[config.mk]
export PLATFORM = sky130hd
export DESIGN_NAME = nonrestoring_integer_sqrt_core
export DESIGN_NICKNAME = d
export VERILOG_FILES = /design/src/rtl/nis_pkg.sv /design/src/rtl/nonrestoring_integer_sqrt_core.sv
export SDC_FILE = /design/constraint.sdc
export NUM_CORES = 1
export LEC_CHECK = 0
export BUFFER_PORTS_ARGS = -buffer_cell sky130_fd_sc_hd__buf_4
export CAP_MARGIN = 5
export CELL_PAD_IN_SITES_DETAIL_PLACEMENT = 1
export CELL_PAD_IN_SITES_GLOBAL_PLACEMENT = 2
export CORE_AREA = 3 3 248 311
export CTS_CLUSTER_DIAMETER = 50
export CTS_CLUSTER_SIZE = 8
export DETAILED_ROUTE_END_ITERATION = 10
export DIE_AREA = 0 0 251 314
export HOLD_SLACK_MARGIN = 0.05
export PLACE_DENSITY = 0.73
export SLEW_MARGIN = 40
export SYNTH_ARGS = -nofsm -noshare
export SYNTH_HDL_FRONTEND = slang
export SYNTH_SLANG_ARGS = --single-unit
[constraint.sdc]
create_clock -name clk -period 4.8 [get_ports clk]
set_clock_uncertainty 0.05 [all_clocks]
set_input_delay 0.48 -clock clk [delete_from_list [all_inputs] [get_ports clk]]
set_output_delay 0.48 -clock clk [all_outputs]
set_load 0.02 [all_outputs]
[src/rtl/nis_pkg.sv]
`timescale 1ns / 1ps
`default_nettype none

package nis_pkg;

	localparam int RADICAND_W    = 32;
	localparam int ROOT_W        = 16;
	localparam int REM_W         = 17;
	localparam int ROOT_BITS_DEF = 16;

endpackage

`default_nettype wire

[src/rtl/nonrestoring_integer_sqrt_core.sv]
// Non-restoring integer square root, one recurrence step per pipeline stage.
// Pipeline: one registered stage for each of the ROOT_BITS digit steps from an accepted
// start, plus the correction stage that registers done, root and remainder.
// Throughput: one transaction per cycle; busy stays low because no stage ever stalls.
// Reset clears only the stage valid bits and the done strobe; data stages are not reset.
// The receiver cannot stall; every result shows for exactly one cycle.
`timescale 1ns / 1ps
`default_nettype none

module nonrestoring_integer_sqrt_core #(
	parameter int ROOT_BITS = nis_pkg::ROOT_BITS_DEF
) (
	input  wire logic                          clk,
	input  wire logic                          arst_n,
	input  wire logic                          start,
	output logic                               busy,
	input  wire logic [nis_pkg::RADICAND_W-1:0] radicand,
	output logic                               done,
	output logic [nis_pkg::ROOT_W-1:0]          root,
	output logic [nis_pkg::REM_W-1:0]           remainder
);

	import nis_pkg::*;

	localparam int RW    = ROOT_BITS + 2;
	localparam int RAD_W = 2 * ROOT_BITS;

	logic [RAD_W-1:0] rad_ext;

	logic                 vld_s  [1:ROOT_BITS];
	logic [RW-1:0]        rem_s  [1:ROOT_BITS];
	logic [ROOT_BITS-1:0] root_s [1:ROOT_BITS];
	logic [RAD_W-1:0]     rad_s  [1:ROOT_BITS];

	logic [RW-1:0]     rem_fix;
	logic [ROOT_W-1:0] root_ext;
	logic [REM_W-1:0]  rem_ext;

	logic              done_q;
	logic [ROOT_W-1:0] root_q;
	logic [REM_W-1:0]  rem_q;

	// Radicand bits above bit 31 read as zero when the recurrence is wider.
	for (genvar b = 0; b < RAD_W; b++) begin : g_rad
		if (b < RADICAND_W) begin : g_in
			assign rad_ext[b] = radicand[b];
		end else begin : g_zero
			assign rad_ext[b] = 1'b0;
		end
	end

	for (genvar k = 0; k < ROOT_BITS; k++) begin : g_stage
		logic                 vld_in;
		logic [RW-1:0]        rem_in;
		logic [ROOT_BITS-1:0] root_in;
		logic [RAD_W-1:0]     rad_in;
		logic [RW-1:0]        shifted;
		logic [RW-1:0]        rem_nx;

		if (k == 0) begin : g_first
			assign vld_in  = start;
			assign rem_in  = '0;
			assign root_in = '0;
			assign rad_in  = rad_ext;
		end else begin : g_next
			assign vld_in  = vld_s[k];
			assign rem_in  = rem_s[k];
			assign root_in = root_s[k];
			assign rad_in  = rad_s[k];
		end

		assign shifted = {rem_in[RW-3:0], rad_in[RAD_W-1 -: 2]};

		// A negative partial remainder adds (root<<2)|3, otherwise (root<<2)|1 is subtracted.
		always_comb begin
			if (rem_in[RW-1]) begin
				rem_nx = shifted + {root_in, 2'b11};
			end else begin
				rem_nx = shifted - {root_in, 2'b01};
			end
		end

		always_ff @(posedge clk or negedge arst_n) begin
			if (!arst_n) begin
				vld_s[k+1] <= 1'b0;
			end else begin
				vld_s[k+1] <= vld_in;
			end
		end

		always_ff @(posedge clk) begin
			rem_s[k+1]  <= rem_nx;
			root_s[k+1] <= {root_in[ROOT_BITS-2:0], ~rem_nx[RW-1]};
			rad_s[k+1]  <= {rad_in[RAD_W-3:0], 2'b00};
		end
	end

	always_comb begin
		if (rem_s[ROOT_BITS][RW-1]) begin
			rem_fix = rem_s[ROOT_BITS] + {1'b0, root_s[ROOT_BITS], 1'b1};
		end else begin
			rem_fix = rem_s[ROOT_BITS];
		end
	end

	for (genvar b = 0; b < ROOT_W; b++) begin : g_root_out
		if (b < ROOT_BITS) begin : g_bit
			assign root_ext[b] = root_s[ROOT_BITS][b];
		end else begin : g_zero
			assign root_ext[b] = 1'b0;
		end
	end

	for (genvar b = 0; b < REM_W; b++) begin : g_rem_out
		if (b < RW) begin : g_bit
			assign rem_ext[b] = rem_fix[b];
		end else begin : g_zero
			assign rem_ext[b] = 1'b0;
		end
	end

	always_ff @(posedge clk or negedge arst_n) begin
		if (!arst_n) begin
			done_q <= 1'b0;
		end else begin
			done_q <= vld_s[ROOT_BITS];
		end
	end

	always_ff @(posedge clk) begin
		root_q <= root_ext;
		rem_q  <= rem_ext;
	end

	assign busy      = 1'b0;
	assign done      = done_q;
	assign root      = root_q;
	assign remainder = rem_q;

endmodule

`default_nettype wire

==> flow_summary.toml, run 1 <==
[run_status]
outcome = "finished, final reports clean"

[logic_synthesis]
syn_area_sq_mm = 0.0259
ys_ff_latch = 675
yosys_warnings = 0
synth_top_area_share_pct = 50.8
netlist_instances = 2386
yosysSeqAreaShare_pct = 52.4
synth_fp_nets = 2657
yosys.area.top_type = "dfxtp_1"
synth_edf_count = 0
synthTopCellsByArea = "dfxtp_1 51%, ha_1 11%, xnor2_1 9.7%"
synth-async-reset-ratio_pct = 2.52
synthFlopType = "dfxtp_1"
avgSynthCellArea_sq_um = 10.9
synth_cell_types = 74

[die]
fp.dieH_um = 314
core_area_sq_mm = 0.0746
die_w_um = 251
io_pins = 70
num_rows = 112
start_util_pct = 34.8
die_area_sq_mm = 0.0788

[cts]
insertion_delay_ps = 640
clkSinkCount = 675
cts_hold_buf = 33
cts_root_buf = "clkbuf_16"
htreeDepth = 3
cts_resized = 0
numCtsBuffers = 97
cts_max_path_buffers = 3
cts_setup_buffers = 0
clk_pin_slew_ps = 50
tritoncts = "yes"

[critical_path]
crit_type = "register to register"
critPathRequiredTime_ps = 5260
critPathTopFamily = "compound AO/OA/AOI/OAI gates"
start_kind = "register"
reg2reg_slack_ps = 1610
crit_slowest_cell = "dfxtp_1"
cp_cell_sequence = "xnor2_1 > ha_1 > a21o_1 > a21o_1 > a41oi_2 > o211ai_2 > a41o_1 > o41a_1 > xor2_1"
arrival_ps = 3650
r2r-end = "root_s[0][208]"
r2r_start = "rem_s[0][233]"
path_max_fanout = 14
crit_top_cell = "a21o_1"
cp_num_buf_inv = 0
cp_slowest_stage_delay_ps = 840
worst_setup_path_end_kind = "register"
r2r_cells = 9

[drt]
firstDrtPassIters = 4
vias_per_cell = 4.84
dr_total_vias = 17100
ant_nets = 0
drt-wirelength-per-cell_um = 15.7
drt_iter0_drc = 481
drt-total-wl_um = 55400
drc = 0

[min_path]
hold_path_end = "rem_s[0][35]"
hold_class = "input port to register"
min-delay-start = "radicand[31]"
holdPathStages = 3

[sta]
fmax_ghz = 0.313
worst_pin_slew_ps = 811
min_period_ps = 3190
fin_crit_sh_pct = 66.5
maxSlewHeadroom_pct = 45.9
hold_viol = 0
final.setup.tns_ps = 0
final_max_slew_viol_count = 0
rsz0062_at_grt = "false"
finalSetupViolCount = 0

[final_layout]
design_area_sq_mm = 0.0305
final_common_cell = "dfxtp_1"
final_cells = 3537
fin_util_pct = 41.0
drive_gt1_share_pct = 8.33
final_cell_mix = "656 x dfxtp_1, 286 x xnor2_1, 234 x ha_1"
nets = 2817
num_antenna_cells = 0
syn2layout_area_growth_pct = 17.7
final.fill_count = 8120

[run]
drv_cap = 0

[placement]
port_buffers = 68
dpl_cell_area_sq_mm = 0.0275
gp_congestion = 0.829
post-dp-hpwl_um = 41700
dp.cells = 3383

[global_routing]
antenna_found_initial = 0
grt_usage_pct = 14.4
grt_pass1_wl_um = 93000
grt_max_degree = 20
grt_overflow = 0
first_global_vias = 18600
[worst max path at each step]
stage,to,cells past startpoint,slack (ps),from
floorplan,root_s[0][208],11,1730,rem_s[0][233]
global placement,rem_s[0][304],9,1480,rem_s[0][287]
detailed placement,root_s[0][208],9,1610,rem_s[0][233]
CTS,root_s[0][208],9,1590,rem_s[0][233]
global route,rem_s[0][230],9,1360,rem_s[0][215]
finish,root_s[0][208],9,1610,rem_s[0][233]
[worst min-delay path: stages]
cell and delay [ps]:
buf_4 110, inv_1 60, ha_1 150
[cells by family after synthesis]
| kind of cell | after synthesis | share of synthesized area, % |
|---|---|---|
| compound gates | 538 | 14.0 |
| xor+xnor | 328 | 11.1 |
| fa+ha+maj | 236 | 11.4 |
| buf+inv | 164 | 2.39 |
| flops | 675 | 52.4 |
| mux | 11 | 0.454 |
| other cells | 1 | 0.0145 |
| simple gates | 433 | 8.15 |
[sequential cells by signal, summed over array words and instances, names as in the netlist]
name and count:
rem_s 249, rad_s 240, root_s 136, remainder 17
root 16, g_stage.vld_in 15, done 1, vld_s 1
[metrics by stage]
| step | setup WS (ps) | hold slack, ps |
|---|---|---|
| floorplan | 1730 | 134 |
| global placement | 1480 | 260 |
| detailed placement | 1610 | 263 |
| CTS | 1590 | 94.1 |
| global route | 1360 | 118 |
| finish | 1610 | 142 |
[routing by layer]
layer | wire, um | track usage [%] | vias up
li1 | - | - | 8558
met1 | 22400 | 15.6 | 8214
met2 | 29200 | 27.2 | 221
met3 | 1960 | 2.63 | 122
met4 | 1820 | 6.25 | 0
met5 | 0 | 0 | -
[cell type report]
type / count / area, sq um / area share [%]
repair buffers: 103 / 856 / 2.80
well taps: 969 / 1210 / 3.97
clock buffers: 112 / 2580 / 8.44
multi-input cells: 1547 / 11700 / 38.4
clock inverters: 9 / 118 / 0.385
inverters: 122 / 458 / 1.50
flip-flops and latches: 675 / 13600 / 44.5
[synthesized netlist by cell type (all sizes together) (42+ instances only)]
master and count:
xnor2 286, a21oi 156, nand2 105, o21ai 96
o21a 43, dfxtp 658, inv 122, xor2 42
nor2 125, ha 234, a21o 85
Power of run 1 is not shown: default switching activity piles up to over one toggle a cycle in this logic, so the estimate is an artifact.
==> run 2, diff against run 1 <==
Settings changed: PLACE_DENSITY 0.73 to 0.76.
Clock period 4.8 ns to 2.8 ns, I/O delays scaled along.
==> run 2 against run 1 <==
Against the previous run:
- clock-buffer cell count down 3
- maximum frequency up 20%
- utilization up 0.95 points
- design area up 2.3%
- worst hold slack better by 6.6 ps
- first-iteration DRC count down 7.5%
- worst setup slack worse by 1500 ps
- non-clock buffer count up 67
- sequential cell count unchanged
- cell count up 2.0%
- register-to-register slack worse by 1500 ps
==> flow_summary.toml, run 2 (synthesis results as in run 1) <==
[min_path]
hold_class = "input port to asynchronous set/reset pin"

[drt]
firstDrtPassIters = 6
dr_total_vias = 17300
drc = 0
vias_per_cell = 4.81
drt_iter0_drc = 445
ant_nets = 0
drt-total-wl_um = 55900
drt-wirelength-per-cell_um = 15.5

[final_layout]
nets = 2887
final_common_cell = "dfxtp_1"
reg_top3 = "rem_s (249), rad_s (240), root_s (136)"
regMostFlops = "rem_s"
num_antenna_cells = 0
multi_input_area_sq_mm = 0.0118
final_cells = 3608
final_cell_mix = "653 x dfxtp_1, 285 x xnor2_1, 234 x ha_1"
syn2layout_area_growth_pct = 20.5
design_area_sq_mm = 0.0312
final.fill_count = 8064
largest_reg_flops = 249
drive_gt1_share_pct = 11.3
seqCellArea_sq_mm = 0.0136

[sta]
finalSetupViolCount = 0
fmax_ghz = 0.375
fin_ws_ps = 131
worst_pin_slew_ps = 576
final_max_slew_viol_count = 0
hold_viol = 0
min_period_ps = 2670
maxSlewHeadroom_pct = 61.6
hold_slack_ps = 149
fin_crit_sh_pct = 95.3

[critical_path]
start_kind = "register"
worst_setup_path_end_kind = "register"
critPathRequiredTime_ps = 3250
arrival_ps = 3120
reg2reg_slack_ps = 130
r2r-end = "root_s[0][208]"
r2r_cells = 9
crit_type = "register to register"
path_max_fanout = 5
r2r_start = "rem_s[0][233]"

[placement]
port_buffers = 68
dp.cells = 3443
dpl_cell_area_sq_mm = 0.0280
gp_congestion = 0.815
post-dp-hpwl_um = 42500
pre_cts_ws_ps = -137

[global_routing]
grt_overflow = 0
grt_max_degree = 18
first_global_vias = 19000
antenna_found_initial = 1
grt_usage_pct = 14.3
grt_pass1_wl_um = 93000

[run_status]
outcome = "finished, final reports clean"

[die]
die_w_um = 251
fp.dieH_um = 314
num_rows = 112
io_pins = 70
core_area_sq_mm = 0.0746
start_util_pct = 34.8
die_area_sq_mm = 0.0788

[cts]
cts_max_path_buffers = 3
tritoncts = "yes"
cts_root_buf = "clkbuf_16"
numCtsBuffers = 100
htreeDepth = 3
clk_pin_slew_ps = 50
insertion_delay_ps = 630
clkSinkCount = 675

[run]
drv_cap = 0
-- run 2: worst max-delay path, cell delays in order, from the launching register on --
cell	delay, ps
dfxtp_2	410
xnor2_1	100
ha_1	360
a21o_1	210
a21o_1	180
a41oi_2	230
o211ai_2	160
a41o_1	280
o41a_1	390
xor2_1	170
-- run 2: worst max-delay path by stage --
stage	start	endpoint	slack (ps)	cells past startpoint
6_report	rem_s[0][233]	root_s[0][208]	130	9
5_1_grt	rem_s[0][161]	rem_s[0][179]	-7	10
4_1_cts	rem_s[0][179]	root_s[0][160]	5	10
3_5_place_dp	rem_s[0][269]	rem_s[0][287]	-140	10
3_3_place_gp	rem_s[0][269]	root_s[0][240]	-70	10
2_1_floorplan	rem_s[0][233]	root_s[0][208]	9	11
-- run 2: area by class of cell --
type	instances	area share, %
clock buffers	109	8.25
clock inverters	16	0.721
flip-flops and latches	675	43.6
repair buffers	170	4.45
well taps	969	3.88
multi-input cells	1547	37.7
inverters	122	1.47
-- run 2: metrics by stage --
step / utilization, % / TNS, ps
finish: 41.9 / 0
global route: 41.9 / -7.19
CTS: 41.8 / 0
detailed placement: 37.5 / -301
global placement: 37.5 / -107
floorplan: - / 0
-- run 2: repair_timing --
action / 4_1_cts / 5_1_grt
resized for setup: 3 / 22
cloned: 0 / 0
endpoints found under the hold margin: 52 / 0
setup endpoints to repair: 5 / 25
pin swaps: 1 / 5
hold buffers: 35 / 0
buffers inserted: 1 / 4
-- run 2: layer usage --
metal	vias to the layer above	part of all wire [%]	track usage, %
met3	106	3.3	2.78
met5	-	0	0
met4	0	2.9	5.40
li1	8694	-	-
met1	8307	40	15.1
met2	232	54	27.9
Power of run 2 is left out for the same reason.
==> run 3, diff against run 2 <==
Settings changed: ABC_AREA set to 1, CORE_AREA 3 3 248 311 to 3 3 256 321, DIE_AREA 0 0 251 314 to 0 0 259 324, PLACE_DENSITY 0.76 to 0.77.
Clock period 2.8 ns to 2.7 ns, I/O delays scaled along.
==> run 3 against run 2 <==
Against the previous run:
- worst hold slack better by 21 ps
- via count up 18%
- die area up 6.5%
- routed wire length up 17%
- register-to-register slack better by 250 ps
- critical path depth down 1
- worst setup slack better by 250 ps
- critical endpoint is now root_s[0][128]
==> flow_summary.toml, run 3 <==
[critical_path]
cp_cell_sequence = "inv_1 > ha_1 > a21oi_1 > o21ai_1 > a21oi_1 > nand2_1 > nand2_1 > nand2_1"
worst_setup_path_end_kind = "register"
cp_slowest_stage_delay_ps = 520
crit_slowest_cell = "dfxtp_1"
cp_num_buf_inv = 1
start_kind = "register"
reg2reg_slack_ps = 380
crit_type = "register to register"
critPathTopFamily = "compound AO/OA/AOI/OAI gates"
crit_top_cell = "nand2_1"
critPathRequiredTime_ps = 3180
path_max_fanout = 8
arrival_ps = 2800

[run_status]
outcome = "finished, final reports clean"

[final_layout]
nets = 3592
drive_gt1_share_pct = 10.1
final_cells = 4415
final.fill_count = 9112
final_cell_mix = "724 x nand2_1, 658 x dfxtp_1, 309 x inv_1"
final_common_cell = "nand2_1"
regMostFlops = "rem_s"
syn2layout_area_growth_pct = 18.7
reg_top3 = "rem_s (249), rad_s (240), root_s (136)"
num_antenna_cells = 0
largest_reg_flops = 249

[logic_synthesis]
synth-async-reset-ratio_pct = 2.52
ys_ff_latch = 675
syn_area_sq_mm = 0.0278
netlist_instances = 3127
synth_adder_area_share_pct = 10.7
synth_edf_count = 0
avgSynthCellArea_sq_um = 8.88
synthFlopType = "dfxtp_1"
synthTopCellsByArea = "dfxtp_1 47%, ha_1 11%, nand2_1 9.8%"
synth_most_common_cell = "nand2_1"
synth_cell_types = 42
synthMuxAreaShare_pct = 0
synth_commonest_cells = "724 x nand2_1, 658 x dfxtp_1, 309 x inv_1, 234 x ha_1, 196 x a21oi_1"
yosysSeqAreaShare_pct = 49.0
synth-simple-area-share_pct = 19.8
synth_xor_area_share_pct = 8.17
yosys.area.top_type = "dfxtp_1"
yosys_warnings = 0
synth_compound_area_share_pct = 7.69
synth_fp_nets = 3398
synth_top_family_by_area = "simple AND/OR/NAND/NOR gates"
synth_top_area_share_pct = 47.5

[drt]
ant_nets = 0
firstDrtPassIters = 4
drc = 0
drt-wirelength-per-cell_um = 14.9
drt-total-wl_um = 65700
vias_per_cell = 4.62
dr_total_vias = 20400
drt_iter0_drc = 524

[global_routing]
grt_usage_pct = 15.8
first_global_vias = 22100
antenna_found_initial = 0
grt_max_degree = 22
grt_pass1_wl_um = 109000
grt_overflow = 0

[sta]
rsz0062_at_grt = "false"
worst_pin_slew_ps = 711
fmax_ghz = 0.431
fin_crit_sh_pct = 86.0
hold_viol = 0
final_max_slew_viol_count = 0
maxSlewHeadroom_pct = 52.5
finalSetupViolCount = 0
hold_slack_ps = 170
min_period_ps = 2320
fin_ws_ps = 379
final.setup.tns_ps = 0

[run]
drv_cap = 0

[cts]
numCtsBuffers = 102
htreeDepth = 3
cts_max_path_buffers = 3
cts_root_buf = "clkbuf_16"
clkSinkCount = 675
clk_pin_slew_ps = 50
cts_hold_buf = 35
cts_resized = 0
insertion_delay_ps = 650
tritoncts = "yes"
cts_setup_buffers = 0

[placement]
pre_cts_ws_ps = 406
port_buffers = 68
post-dp-hpwl_um = 51700
gp_congestion = 0.843
dp.cells = 4244

[die]
start_util_pct = 34.8
num_rows = 116
io_pins = 70
die_w_um = 259
fp.dieH_um = 324
core_area_sq_mm = 0.0797
die_area_sq_mm = 0.0839

[min_path]
hold_class = "input port to asynchronous set/reset pin"
-- run 3: cell type report --
cell class / count / area [sq um] / share of cell area (%)
timing repair buffer: 114 / 938 / 2.85
clock buffer: 115 / 2660 / 8.08
tap: 1062 / 1330 / 4.03
sequential: 675 / 13600 / 41.3
clock inverter: 21 / 373 / 1.13
inverter: 311 / 1170 / 3.54
multi-input combinational: 2117 / 12900 / 39.1
-- run 3: path summary, 6_finish.rpt --
path / to / from / cells after the start
worst min register to register: rad_s[0][265] / rad_s[0][233] / 0
min in group clk: rad_s[0][53] / radicand[23] / 2
max in group asynchronous: g_stage[11].vld_in / arst_n / 3
worst min-delay path: g_stage[14].vld_in / arst_n / 3
worst max register to register: root_s[0][128] / rem_s[0][143] / 8
worst max-delay path: root_s[0][128] / rem_s[0][143] / 8
-- run 3: kinds of logic after synthesis --
| kind of cell | count (synthesis) |
|---|---|
| flops | 675 |
| buf+inv | 335 |
| fa+ha+maj | 236 |
| simple gates | 1252 |
| xor+xnor | 259 |
| other cells | 1 |
| compound gates | 369 |
-- run 3: worst reg2reg max path, cell delays in order (launching register included) --
cell	delay [ps]
dfxtp_1	520
inv_1	260
ha_1	410
a21oi_1	240
o21ai_1	140
a21oi_1	330
nand2_1	130
nand2_1	70
nand2_1	60
-- run 3: stage by stage --
| stage | cell area, sq um | util (%) |
|---|---|---|
| after floorplan | 27800 | - |
| after global placement | 29600 | 37.1 |
| after detailed placement | 29600 | 37.1 |
| after CTS | 32900 | 41.3 |
| after global routing | 32900 | 41.3 |
| final | 32900 | 41.3 |
-- run 3: metal layers --
metal / track usage (%) / share of wire (%) / up-vias
li1: - / - / 10500
met1: 17.6 / 42 / 9510
met5: 0 / 0 / -
met3: 2.65 / 3.0 / 117
met4: 5.78 / 2.8 / 0
met2: 29.9 / 52 / 240
Power of run 3 is left out for the same reason.
